<file path="src/hdl/tss_pkg.sv">
// ----------------------------------------------------------------------------
// tss_pkg
// Shared types, codes and the segment table for the training segment
// sequencer.
// ----------------------------------------------------------------------------
package tss_pkg;

    localparam int unsigned IDX_W   = 4;
    localparam int unsigned LEN_W   = 13;
    localparam int unsigned UNITS_W = 16;
    localparam int unsigned MD_W    = 7;
    localparam int unsigned SIG_W   = 3;
    localparam int unsigned CFG_IDX_W  = 1;
    localparam int unsigned CFG_DATA_W = 7;

    // configuration register indexes
    localparam logic [CFG_IDX_W-1:0] CFG_ANSWER_ROLE = 1'd0;
    localparam logic [CFG_IDX_W-1:0] CFG_MD_LENGTH   = 1'd1;

    // commands
    localparam logic CMD_RESTART = 1'b0;
    localparam logic CMD_ADVANCE = 1'b1;

    // segment codes
    localparam logic [SIG_W-1:0] SIG_SILENCE = 3'd0;
    localparam logic [SIG_W-1:0] SIG_S       = 3'd1;
    localparam logic [SIG_W-1:0] SIG_SBAR    = 3'd2;
    localparam logic [SIG_W-1:0] SIG_MD      = 3'd3;
    localparam logic [SIG_W-1:0] SIG_PP      = 3'd4;
    localparam logic [SIG_W-1:0] SIG_TRN     = 3'd5;
    localparam logic [SIG_W-1:0] SIG_J       = 3'd6;
    localparam logic [SIG_W-1:0] SIG_NONE    = 3'd7;

    // segment lengths
    localparam logic [LEN_W-1:0] LEN_SILENCE = 13'd70;
    localparam logic [LEN_W-1:0] LEN_S       = 13'd128;
    localparam logic [LEN_W-1:0] LEN_SBAR    = 13'd16;
    localparam logic [LEN_W-1:0] MD_UNIT_MS  = 13'd35;
    localparam logic [LEN_W-1:0] LEN_PP      = 13'd288;
    localparam logic [LEN_W-1:0] LEN_TRN     = 13'd512;

    typedef struct packed {
        logic             valid;
        logic [SIG_W-1:0] sig;
        logic             ms;
        logic [LEN_W-1:0] len;
    } t_seg;

    typedef struct packed {
        logic             accepted;
        logic [SIG_W-1:0] signal;
        logic             in_ms;
        logic [LEN_W-1:0] duration;
        logic [LEN_W-1:0] elapsed;
        logic             complete;
    } t_result;

    // segment at position idx for the given role and MD length
    function automatic t_seg seg_lookup(input logic [IDX_W-1:0] idx,
                                        input logic role,
                                        input logic [MD_W-1:0] md);
        t_seg         s;
        logic [IDX_W:0] j;
        s = '{valid: 1'b0, sig: SIG_NONE, ms: 1'b0, len: '0};
        j = {1'b0, idx} - {{IDX_W{1'b0}}, role};
        if (md == '0 && j >= 5'd2) begin
            j = j + 5'd3;
        end
        if (role && idx == '0) begin
            s = '{valid: 1'b1, sig: SIG_SILENCE, ms: 1'b1, len: LEN_SILENCE};
        end else begin
            case (j)
                5'd0: s = '{valid: 1'b1, sig: SIG_S,    ms: 1'b0, len: LEN_S};
                5'd1: s = '{valid: 1'b1, sig: SIG_SBAR, ms: 1'b0, len: LEN_SBAR};
                5'd2: s = '{valid: 1'b1, sig: SIG_MD,   ms: 1'b1,
                            len: LEN_W'(md) * MD_UNIT_MS};
                5'd3: s = '{valid: 1'b1, sig: SIG_S,    ms: 1'b0, len: LEN_S};
                5'd4: s = '{valid: 1'b1, sig: SIG_SBAR, ms: 1'b0, len: LEN_SBAR};
                5'd5: s = '{valid: 1'b1, sig: SIG_PP,   ms: 1'b0, len: LEN_PP};
                5'd6: s = '{valid: 1'b1, sig: SIG_TRN,  ms: 1'b0, len: LEN_TRN};
                5'd7: s = '{valid: 1'b1, sig: SIG_J,    ms: 1'b0, len: '0};
                default: s = '{valid: 1'b0, sig: SIG_NONE, ms: 1'b0, len: '0};
            endcase
        end
        return s;
    endfunction

endpackage

</file>
<file path="src/hdl/tss_step.sv">
// ----------------------------------------------------------------------------
// tss_step
// Sequence position registers and the combinational step that applies one
// request and forms its result.
// ----------------------------------------------------------------------------
module tss_step (
    input  logic                          i_clk,
    input  logic                          i_rst_n,
    input  logic                          i_take,
    input  logic                          i_cmd,
    input  logic [tss_pkg::UNITS_W-1:0]   i_units,
    input  logic                          i_answer_role,
    input  logic [tss_pkg::MD_W-1:0]      i_md_length,
    output tss_pkg::t_result              o_result
);

    logic [tss_pkg::IDX_W-1:0] r_idx, n_idx;
    logic [tss_pkg::LEN_W-1:0] r_el, n_el;
    logic                      r_done, n_done;

    tss_pkg::t_seg             cur, nxt;
    logic [tss_pkg::LEN_W-1:0] remain, sum;
    logic                      accepted;

    always_comb begin
        cur      = tss_pkg::seg_lookup(r_idx, i_answer_role, i_md_length);
        remain   = (cur.len > r_el) ? cur.len - r_el : '0;
        sum      = r_el + i_units[tss_pkg::LEN_W-1:0];
        n_idx    = r_idx;
        n_el     = r_el;
        n_done   = r_done;
        accepted = 1'b0;
        if (i_cmd == tss_pkg::CMD_RESTART) begin
            n_idx    = '0;
            n_el     = '0;
            n_done   = 1'b0;
            accepted = 1'b1;
        end else if (!r_done && cur.valid) begin
            if (cur.len == '0) begin
                n_idx    = r_idx + tss_pkg::IDX_W'(1);
                n_el     = '0;
                accepted = 1'b1;
            end else if (i_units <= tss_pkg::UNITS_W'(remain)) begin
                accepted = 1'b1;
                n_el     = sum;
                if (sum == cur.len) begin
                    n_idx = r_idx + tss_pkg::IDX_W'(1);
                    n_el  = '0;
                end
            end
        end
        nxt = tss_pkg::seg_lookup(n_idx, i_answer_role, i_md_length);
        if (accepted && !nxt.valid) begin
            n_done = 1'b1;
        end
        o_result.accepted = accepted;
        o_result.complete = n_done;
        if (!n_done && nxt.valid) begin
            o_result.signal   = nxt.sig;
            o_result.in_ms    = nxt.ms;
            o_result.duration = nxt.len;
            o_result.elapsed  = n_el;
        end else begin
            o_result.signal   = tss_pkg::SIG_NONE;
            o_result.in_ms    = 1'b0;
            o_result.duration = '0;
            o_result.elapsed  = '0;
        end
    end

    always_ff @(posedge i_clk) begin
        if (!i_rst_n) begin
            r_idx  <= '0;
            r_el   <= '0;
            r_done <= 1'b0;
        end else if (i_take) begin
            r_idx  <= n_idx;
            r_el   <= n_el;
            r_done <= n_done;
        end
    end

endmodule

</file>
<file path="src/hdl/tss_out_buf.sv">
// ----------------------------------------------------------------------------
// tss_out_buf
// Result register with a skid entry, so a request is taken while a result
// waits at the output.
// ----------------------------------------------------------------------------
module tss_out_buf (
    input  logic             i_clk,
    input  logic             i_rst_n,
    input  logic             i_push,
    input  tss_pkg::t_result i_data,
    output logic             o_full,
    output logic             o_valid,
    input  logic             i_stall,
    output tss_pkg::t_result o_data
);

    logic             r_out_v, r_skid_v;
    tss_pkg::t_result r_out, r_skid;
    logic             pop;

    assign pop     = r_out_v && !i_stall;
    assign o_full  = r_skid_v;
    assign o_valid = r_out_v;
    assign o_data  = r_out;

    always_ff @(posedge i_clk) begin
        if (!i_rst_n) begin
            r_out_v  <= 1'b0;
            r_skid_v <= 1'b0;
        end else if (pop) begin
            if (r_skid_v) begin
                r_skid_v <= 1'b0;
            end else begin
                r_out_v <= i_push;
            end
        end else if (i_push) begin
            if (!r_out_v) begin
                r_out_v <= 1'b1;
            end else begin
                r_skid_v <= 1'b1;
            end
        end
    end

    always_ff @(posedge i_clk) begin
        if (pop) begin
            r_out <= r_skid_v ? r_skid : i_data;
        end else if (i_push) begin
            if (!r_out_v) begin
                r_out <= i_data;
            end else begin
                r_skid <= i_data;
            end
        end
    end

endmodule

</file>
<file path="src/hdl/training_segment_sequencer_core.sv">
// ----------------------------------------------------------------------------
// training_segment_sequencer_core
// Steps through the training transmit segments; one result per request.
// ----------------------------------------------------------------------------
//  channel   direction  handshake                 payload
//  request   in         i_in_valid / o_in_stall   i_cmd, i_units
//  result    out        o_out_valid / i_out_stall o_accepted .. o_complete
//  config    in         i_cfg_we                  i_cfg_index, i_cfg_data
//
//  One request per cycle while o_in_stall is low; its result is registered.
//  The step is two segment-table lookups, a compare and an add on the position regs.
//  A two-entry output buffer takes one more request while a result is stalled.
//  Synchronous active-low reset clears position, config and output valids.
// ----------------------------------------------------------------------------
module training_segment_sequencer_core (
    input  logic                             i_clk,
    input  logic                             i_rst_n,
    input  logic                             i_in_valid,
    output logic                             o_in_stall,
    input  logic                             i_cmd,
    input  logic [tss_pkg::UNITS_W-1:0]      i_units,
    output logic                             o_out_valid,
    input  logic                             i_out_stall,
    output logic                             o_accepted,
    output logic [tss_pkg::SIG_W-1:0]        o_signal,
    output logic                             o_in_milliseconds,
    output logic [tss_pkg::LEN_W-1:0]        o_duration,
    output logic [tss_pkg::LEN_W-1:0]        o_elapsed,
    output logic                             o_complete,
    input  logic                             i_cfg_we,
    input  logic [tss_pkg::CFG_IDX_W-1:0]    i_cfg_index,
    input  logic [tss_pkg::CFG_DATA_W-1:0]   i_cfg_data
);

    logic                     r_answer_role;
    logic [tss_pkg::MD_W-1:0] r_md_length;
    logic                     take, full;
    tss_pkg::t_result         step_res, out_res;

    assign o_in_stall = full;
    assign take       = i_in_valid && !full;

    always_ff @(posedge i_clk) begin
        if (!i_rst_n) begin
            r_answer_role <= 1'b0;
            r_md_length   <= '0;
        end else if (i_cfg_we) begin
            unique case (i_cfg_index)
                tss_pkg::CFG_ANSWER_ROLE: r_answer_role <= i_cfg_data[0];
                tss_pkg::CFG_MD_LENGTH:   r_md_length   <= i_cfg_data[tss_pkg::MD_W-1:0];
                default: ;
            endcase
        end
    end

    tss_step u_step (
        .i_clk         (i_clk),
        .i_rst_n       (i_rst_n),
        .i_take        (take),
        .i_cmd         (i_cmd),
        .i_units       (i_units),
        .i_answer_role (r_answer_role),
        .i_md_length   (r_md_length),
        .o_result      (step_res)
    );

    tss_out_buf u_out (
        .i_clk   (i_clk),
        .i_rst_n (i_rst_n),
        .i_push  (take),
        .i_data  (step_res),
        .o_full  (full),
        .o_valid (o_out_valid),
        .i_stall (i_out_stall),
        .o_data  (out_res)
    );

    assign o_accepted        = out_res.accepted;
    assign o_signal          = out_res.signal;
    assign o_in_milliseconds = out_res.in_ms;
    assign o_duration        = out_res.duration;
    assign o_elapsed         = out_res.elapsed;
    assign o_complete        = out_res.complete;

endmodule

</file>
<file path="config.mk">
export PLATFORM = sky130hd
export DESIGN_NAME = training_segment_sequencer_core
export DESIGN_NICKNAME = d
export VERILOG_FILES = /design/src/hdl/tss_pkg.sv /design/src/hdl/tss_step.sv /design/src/hdl/tss_out_buf.sv /design/src/hdl/training_segment_sequencer_core.sv
export SDC_FILE = /design/constraint.sdc
export NUM_CORES = 1
export LEC_CHECK = 0
export ABC_AREA = 1
export BUFFER_PORTS_ARGS = -buffer_cell sky130_fd_sc_hd__buf_4
export CAP_MARGIN = 20
export CORE_ASPECT_RATIO = 0.7
export CORE_MARGIN = 4
export CORE_UTILIZATION = 65
export CTS_CLUSTER_DIAMETER = 40
export DETAILED_ROUTE_END_ITERATION = 16
export GPL_TIMING_DRIVEN = 0
export HOLD_SLACK_MARGIN = 0.06
export PLACE_DENSITY = 0.85
export SYNTH_ARGS = -nofsm -noshare
export SYNTH_HDL_FRONTEND = slang
export SYNTH_SLANG_ARGS = --single-unit
</file>
<file path="constraint.sdc">
create_clock -name i_clk -period 17.1 [get_ports i_clk]
set_clock_uncertainty 0.2 [all_clocks]
set_input_delay 0.855 -clock i_clk [delete_from_list [all_inputs] [get_ports i_clk]]
set_output_delay 0.855 -clock i_clk [all_outputs]
set_load 0.05 [all_outputs]
</file>
==> results of run 1 <==
[worst max-delay path, delay by kind of cell, from the launching register on]
kind                       cells  cell delay (ns)
and+or+nand+nor               39             4.45
AOI/OAI and AO/OA             13             2.08
adders and majority gates      7             1.82
buffers and inverters         13             1.17
DFF                            1             0.43
[stage by stage]
step,utilization,cell area [µm²],worst slack (ns)
after floorplan,-,7820,8.53
after global placement,0.723,8480,7.05
after detailed placement,0.727,8520,6.90
after CTS,0.752,8820,6.83
after global routing,0.752,8820,5.91
final,0.752,8820,6.69
[layer usage]
metal  GRT usage  up-vias  wire length [µm]
li1            -     3565                 -
met1       0.434     3361              9340
met2       0.463      336              8920
met3      0.0620       31              1910
met4      0.0692        0               321
met5           0        -                 0
[cells in the final DEF, fill, tap and decap left out, drive strengths merged, types with 2 or more instances in the layout]
master and count:
nand2 227, inv 196, nand3 97, nor2 95, a21oi 87, ha 72
buf 71, edfxtp 64, o21ai 46, dfxtp 28, clkbuf 26, nand4 21
xor2 16, a32oi 10, xnor2 7, nor3 7, nand3b 6, or2 6
fa 5, a31oi 3, o211ai 3, clkinv 3, o31ai 2, o221ai 2
o21bai 2
[flip-flops by register name, indices dropped and copies added (netlist names)]
name / count
u_out.r_skid: 32
u_out.o_data: 32
r_md_length: 7
u_step.r_done: 1
r_answer_role: 1
u_step.r_idx: 4
u_out.o_valid: 1
u_out.o_full: 1
u_step.r_el: 13
[layout make-up]
type,instances,share of cell area
clock inverter,7,0.00851
sequential,92,0.281
inverter,193,0.0821
multi-input combinational,726,0.511
buffer,24,0.0136
tap,157,0.0223
clock buffer,9,0.0255
timing repair buffer,64,0.0557
[power by group through the flow]
| stage | registers, mW | clock network [mW] | logic, mW |
|---|---|---|---|
| final | 0.285 | 0.204 | 0.507 |
| after global routing | 0.288 | 0.214 | 0.555 |
| after CTS | 0.285 | 0.204 | 0.498 |
| after detailed placement | 0.290 | 0 | 0.495 |
| after global placement | 0.290 | 0 | 0.484 |
| after floorplan | 0.337 | 0 | 0.327 |
[how the worst max path moves through the flow]
stage | endpoint | cells past startpoint
after floorplan | u_out.o_data[12] | 69
after global placement | u_out.o_data[28] | 70
after detailed placement | u_out.o_data[29] | 72
after CTS | u_out.o_data[29] | 72
after global routing | u_out.o_data[12] | 67
final | u_out.o_data[29] | 72
[logic make-up after synthesis]
kind of cell / Yosys count / synth area share
and+or+nand+nor: 462 / 0.296
buffers and inverters: 217 / 0.108
AOI/OAI and AO/OA: 164 / 0.124
DFF: 92 / 0.318
adders and majority gates: 77 / 0.128
xor gates and xnor gates: 23 / 0.0258
==> impl_results.md, run 1 <==
- Synth area leader: edfxtp_1
- Crit path kind: flop to flop
- Cts-stage hold buffer count: 0
- Mapped Cells: 1035
- Slew margin rel.: 0.329
- Setup crit start kind: flop
- Hold depth: 2
- EDFF count, synth: 64
- Vias in the first global route: 6687
- Worst skew pair latency: 0.35 ns
- Total CTS buffers: 9
- 1st-iter DRT viols: 746
- Hold Path End: r_md_length[3]
- GP Congestion: approximately 0.96
- Post-DRT Antenna Nets: 0
- Top cell type's share of synthesized area: 0.246
- Remaining Overflow, GRT: 0
- Yosys synthesis warning count: 0
- Clock buffer depth: 2
- CTS Root Cell: clkbuf_16
- RSZ-0062 raised after global routing: false
- Setup crit end kind: flop
- Pin count of the biggest net entering global routing: 33
- # resized after CTS: 0
- Clock network power share: 0.205
- Crit path largest cell delay: approximately 0.43 ns
- I/O Pins: 64
- Hold Startpoint: r_md_length[3]
- Clock Sinks: 92
- Final non-filler cell total: approximately 1300
- Power density cells: about 110 mW/mm²
- Worst reg2reg path startpoint: u_step.r_idx[0]
- Worst-case reg-to-reg path depth: a little over 70
- Die Ht: between 90 and 100 µm
- Final Power: 0.996 mW
- Wire per inst: 16.1 µm
- Initial antenna violation count: 0
- CP max FO: 10
- Fmax: 0.0960 GHz
- Starting Density: 0.667
- GRT Resource Usage Total: 0.299
- Setup violators final: 0
- DR vias: about 7300
- Hpwl dp: 16.5 mm
- Placed insts: about 1300
- Final setup TNS: 0 ns
- Vias per Instance: 5.73
- Largest cells by area after synthesis: edfxtp_1 (25%), ha_1 (12%), nand2_1 (9.3%)
- R2R Setup Slk: 6.69 ns
- Flops & latches, synth: 92
- Max Slew Vio Count: 0
- Syn avg cell area: 7.55 µm²
- Multi-input combinational cell area: 0.00451 mm²
- Die area: between 0.01 and 0.015 mm²
- Routed wire length: 20.5 mm
- Synth Net Count: ~1100
- Port bufs: 62
- WHS: 0.339 ns
- Register area: about 0.0025 mm²
- Internal power: 0.540 mW
- # DRC: 0
- Area added between synthesis and finish: 12.9%
- Status: finished clean
- Worst reg2reg path endpoint: u_out.o_data[29]
- Fraction of final layout cells sized beyond drive strength 1: 0.175
- First-pass GRT wire length: 33.5 mm
- Detailed Routing Iterations Pass 1: 6
- Setup crit start: u_step.r_idx[0]
- CTS tree: built
- Sw power: 0.456 mW
- Max VDD drop: 0.0720 mV
- Crit path DAT: 10.32 ns
- Main flop type after synthesis: edfxtp_1
- Num rows: 33
- CP max stage cell: dfxtp_1
- Cell mode on critical path: nand2_1
- Core area: around 0.012 mm²
- Max Cap Viol: 0
- Post-CTS setup buffers: 0
- Final period utilization: 0.609
- Die W: between 100 and 150 µm
- Fill count: 902
- Least-Margin Pin Slew: 1.00 ns
- Nets@finish: approximately 1200
- Lkg Pwr: between 4 and 5 nW
- Post-synth ARST share: 0
- Inserted Diodes: 0
- Switching Fraction: 0.458
- Sequential area share after synthesis: 0.318
- Synth Cell Area: 0.00782 mm²
- Period minus WS final: 10.41 ns
- Worst hold path type: flop to flop
- Sequential power share: 0.286
- Top post-synthesis cells by count: nand2_1 (193), inv_1 (173), nor2_1 (81), nand3_1 (77), a21oi_1 (76)
- Clock transition at path regs: 0.07 ns
- H-tree depth: 3
- Post-synth cell types: 50
- Worst path required time: 17.00 ns
- Comb pwr share: 0.509
- Fin. Hold Viols: 0
- Top-count cell post-synth: nand2_1
No activity file was read; power rests on OpenSTA's default activity.
==> run 2: changes to the inputs <==
--- a/config.mk
+++ b/config.mk
@@ -5,17 +5,17 @@
 export SDC_FILE = /design/constraint.sdc
 export NUM_CORES = 1
 export LEC_CHECK = 0
-export ABC_AREA = 1
+export ABC_AREA = 0
 export BUFFER_PORTS_ARGS = -buffer_cell sky130_fd_sc_hd__buf_4
 export CAP_MARGIN = 20
 export CORE_ASPECT_RATIO = 0.7
 export CORE_MARGIN = 4
-export CORE_UTILIZATION = 65
+export CORE_UTILIZATION = 56
 export CTS_CLUSTER_DIAMETER = 40
 export DETAILED_ROUTE_END_ITERATION = 16
 export GPL_TIMING_DRIVEN = 0
 export HOLD_SLACK_MARGIN = 0.06
-export PLACE_DENSITY = 0.85
+export PLACE_DENSITY = 0.77
 export SYNTH_ARGS = -nofsm -noshare
 export SYNTH_HDL_FRONTEND = slang
 export SYNTH_SLANG_ARGS = --single-unit
==> constraint.sdc (replaced) <==
create_clock -name i_clk -period 8.8 [get_ports i_clk]
set_clock_uncertainty 0.2 [all_clocks]
set_input_delay 0.44 -clock i_clk [delete_from_list [all_inputs] [get_ports i_clk]]
set_output_delay 0.44 -clock i_clk [all_outputs]
set_load 0.05 [all_outputs]
==> run 2 against run 1 <==
The run now ends with setup timing left. Count of clock-buffer cells in the layout is the same. First-iteration DRC count grew 31%. Sequential power increased by 76%. Routed wire length grew 32%. Via count is 14% higher. Global-route usage is 2.2 points higher. Clock power up 96%. Power grew 59%. Fmax increased by 10%. Critical path depth decreased by 18. Area after synthesis rose by 3.4%. Non-clock buffer count grew 81. Largest power group unchanged.
==> impl_results.md, run 2 <==
- Die area: between 0.015 and 0.02 mm²
- I/O Pins: 64
- Syn avg cell area: 8.64 µm²
- # DRC: 0
- Clock buffer depth: 2
- Synth Net Count: 1042
- Placed insts: roughly 1200
- Clock Sinks: 92
- Nets@finish: ~1200
- Top cell type's share of synthesized area: 0.238
- Inserted Diodes: 0
- Power density cells: roughly 150 mW/mm²
- Commonest non-fill, non-tap cell in the layout: buf_4
- Vias per Instance: 6.51
- 1st-iter DRT viols: 979
- CTS tree: built
- Sw power: 0.608 mW
- Worst path required time: 8.84 ns
- Worst hold path type: input pin to flop
- GRT Resource Usage Total: 0.320
- Lkg Pwr: around 4.4 nW
- Sequential power share: 0.316
- Post-route core utilization: 0.766
- Post-DRT Antenna Nets: 0
- Status: finished with violations
- Die W: 152 µm
- DR vias: 8302
- Clock transition at path regs: 0.07 ns
- Post-route cell area: 0.0107 mm²
- Area added between synthesis and finish: 32.7%
- Top post-synthesis cells by count: nor2_1 (100), nand2_1 (82), ha_1 (72), inv_1 (65), edfxtp_1 (64)
- Pin count of the biggest net entering global routing: 33
- First-pass GRT wire length: between 40 and 50 mm
- Fmax: 0.106 GHz
- Max Cap Viol: 0
- Period minus WS final: 9.45 ns
- H-tree depth: 3
- CP max stage cell: a2111oi_4
- Placed inst area: 0.00901 mm²
- Least-Margin Pin Slew: 1.07 ns
- Vias in the first global route: 7602
- Largest cells by area after synthesis: edfxtp_1 (24%), ha_1 (11%), dfxtp_1 (6.9%)
- GP Congestion: 0.970
- Num rows: 36
- Final period utilization: 1.07
- Clock network power share: 0.252
- Fin. Hold Viols: 0
- Setup violators final: 63
- Flops & latches, synth: 92
- Starting Density: 0.577
- Failing checks: setup timing
- Final worst slack: -0.653 ns
- Final setup TNS: -31.62 ns
- RSZ-0062 raised after global routing: true
- Hpwl dp: 18.0 mm
- Final non-filler cell total: 1275
- DP Worst Slack: -1.87 ns
- EDFF count, synth: between 60 and 70
- Synth Cell Area: 0.00808 mm²
- Post-synth cell types: 91
- Main flop type after synthesis: edfxtp_1
- CP max FO: 6
- Crit path DAT: 9.49 ns
- Initial antenna violation count: 0
- Comb pwr share: 0.432
- Detailed Routing Iterations Pass 1: 7
- CTS Root Cell: clkbuf_16
- Remaining Overflow, GRT: 0
- Fraction of final layout cells sized beyond drive strength 1: 0.286
- Die Ht: 109 µm
- Sequential area share after synthesis: 0.307
- Port bufs: 61
- Post-synth ARST share: 0
- Yosys synthesis warning count: 0
- Max Slew Vio Count: 0
- Most frequent cells in the layout: buf_4 (125), nor2_1 (86), nand2_1 (77)
- Setup crit start kind: flop
- Switching Fraction: 0.383
- Slew margin rel.: 0.280
- Setup crit end kind: flop
- Synth area leader: edfxtp_1
- Mapped Cells: approximately 940
- Wire per inst: about 21 µm
- Top-count cell post-synth: nor2_1
- Cts-stage hold buffer count: 0
- Worst skew pair latency: 0.36 ns
- Core area: 0.0140 mm²
- Routed wire length: between 20 and 30 mm
- Max VDD drop: 0.0942 mV
- Internal power: 0.980 mW
- Cell mode on critical path: ha_4
- Crit path largest cell delay: 0.48 ns
- Crit path kind: flop to flop
- Total CTS buffers: 9
- Fill count: 951
## run 2: cell types whose count changed after synthesis, sizes merged, moves of 11 or more
| cell | before | now |
|---|---|---|
| nand2 | 227 | 83 |
| nor2b | 0 | 11 |
| nand2b | 0 | 13 |
| xnor2 | 7 | 20 |
| a211oi | 1 | 13 |
| o31ai | 2 | 26 |
| a21o | 1 | 12 |
| a22oi | 1 | 28 |
| nand3 | 97 | 29 |
| a21oi | 87 | 55 |
| inv | 191 | 65 |
## run 2: layer usage
metal | share of wire | vias to the layer above | GRT usage
met1 | 0.42 | 3817 | 0.457
met5 | 0 | - | 0
met2 | 0.43 | 581 | 0.487
met4 | 0.032 | 0 | 0.0859
met3 | 0.12 | 99 | 0.0775
li1 | - | 3805 | -
## run 2: layout make-up
type	instances	area, µm²	share of cell area
Buffer	32	201	0.0188
Clock buffer	9	225	0.0210
Clock inverter	7	75.1	0.00700
Inverter	67	264	0.0246
Multi-Input combinational cell	741	6060	0.565
Sequential cell	92	2500	0.233
Tap cell	190	238	0.0222
Timing Repair Buffer	137	1160	0.108
## run 2: path summary, 6_finish.rpt
| check | cells past startpoint | startpoint | end | slack [ns] |
|---|---|---|---|---|
| min | 3 | i_cfg_data[0] | r_answer_role | 0.13 |
| min reg2reg | 2 | r_md_length[5] | r_md_length[5] | 0.30 |
| max | 54 | u_step.r_idx[0] | u_out.o_data[24] | -0.65 |
| max reg2reg | 54 | u_step.r_idx[0] | u_out.o_data[24] | -0.65 |
## run 2: per-stage QoR
stage | power, mW | hold WS [ns]
global placement | 1.01 | 0.301
finish | 1.59 | 0.130
detailed placement | 1.02 | 0.304
floorplan | 0.891 | 0.270
global route | 1.65 | 0.142
CTS | 1.52 | 0.128
## run 2: cell families (layout without fill, tap and decap cells)
| kind of cell | Yosys count | in the layout | share of synthesized area |
|---|---|---|---|
| xor gates and xnor gates | 32 | 32 | 0.0373 |
| adders and majority gates | 78 | 78 | 0.125 |
| DFF | 92 | 92 | 0.307 |
| muxes | 14 | 14 | 0.0189 |
| buffers and inverters | 102 | 252 | 0.0488 |
| AOI/OAI and AO/OA | 275 | 275 | 0.247 |
| and+or+nand+nor | 342 | 342 | 0.216 |
## run 2: critical path, delay by kind of cell (launching register included)
family | cells | cell delay (ns)
AOI/OAI and AO/OA | 20 | 3.52
and+or+nand+nor | 16 | 2.29
adders and majority gates | 7 | 1.45
buffers and inverters | 8 | 0.89
muxes | 2 | 0.47
DFF | 1 | 0.35
xor gates and xnor gates | 1 | 0.15
## run 2: power by group through the flow
stage | sequential (mW) | combinational (mW) | clock, mW
global route | 0.503 | 0.729 | 0.417
CTS | 0.501 | 0.627 | 0.395
detailed placement | 0.512 | 0.507 | 0
finish | 0.501 | 0.687 | 0.400
floorplan | 0.568 | 0.323 | 0
global placement | 0.512 | 0.501 | 0
## run 2: repair_timing
item                       4_1_cts  5_1_grt
resized for setup              133       33
cloned                           4        0
setup endpoints to repair       63       63
setup buffers                   51       21
pin swaps                       87       38
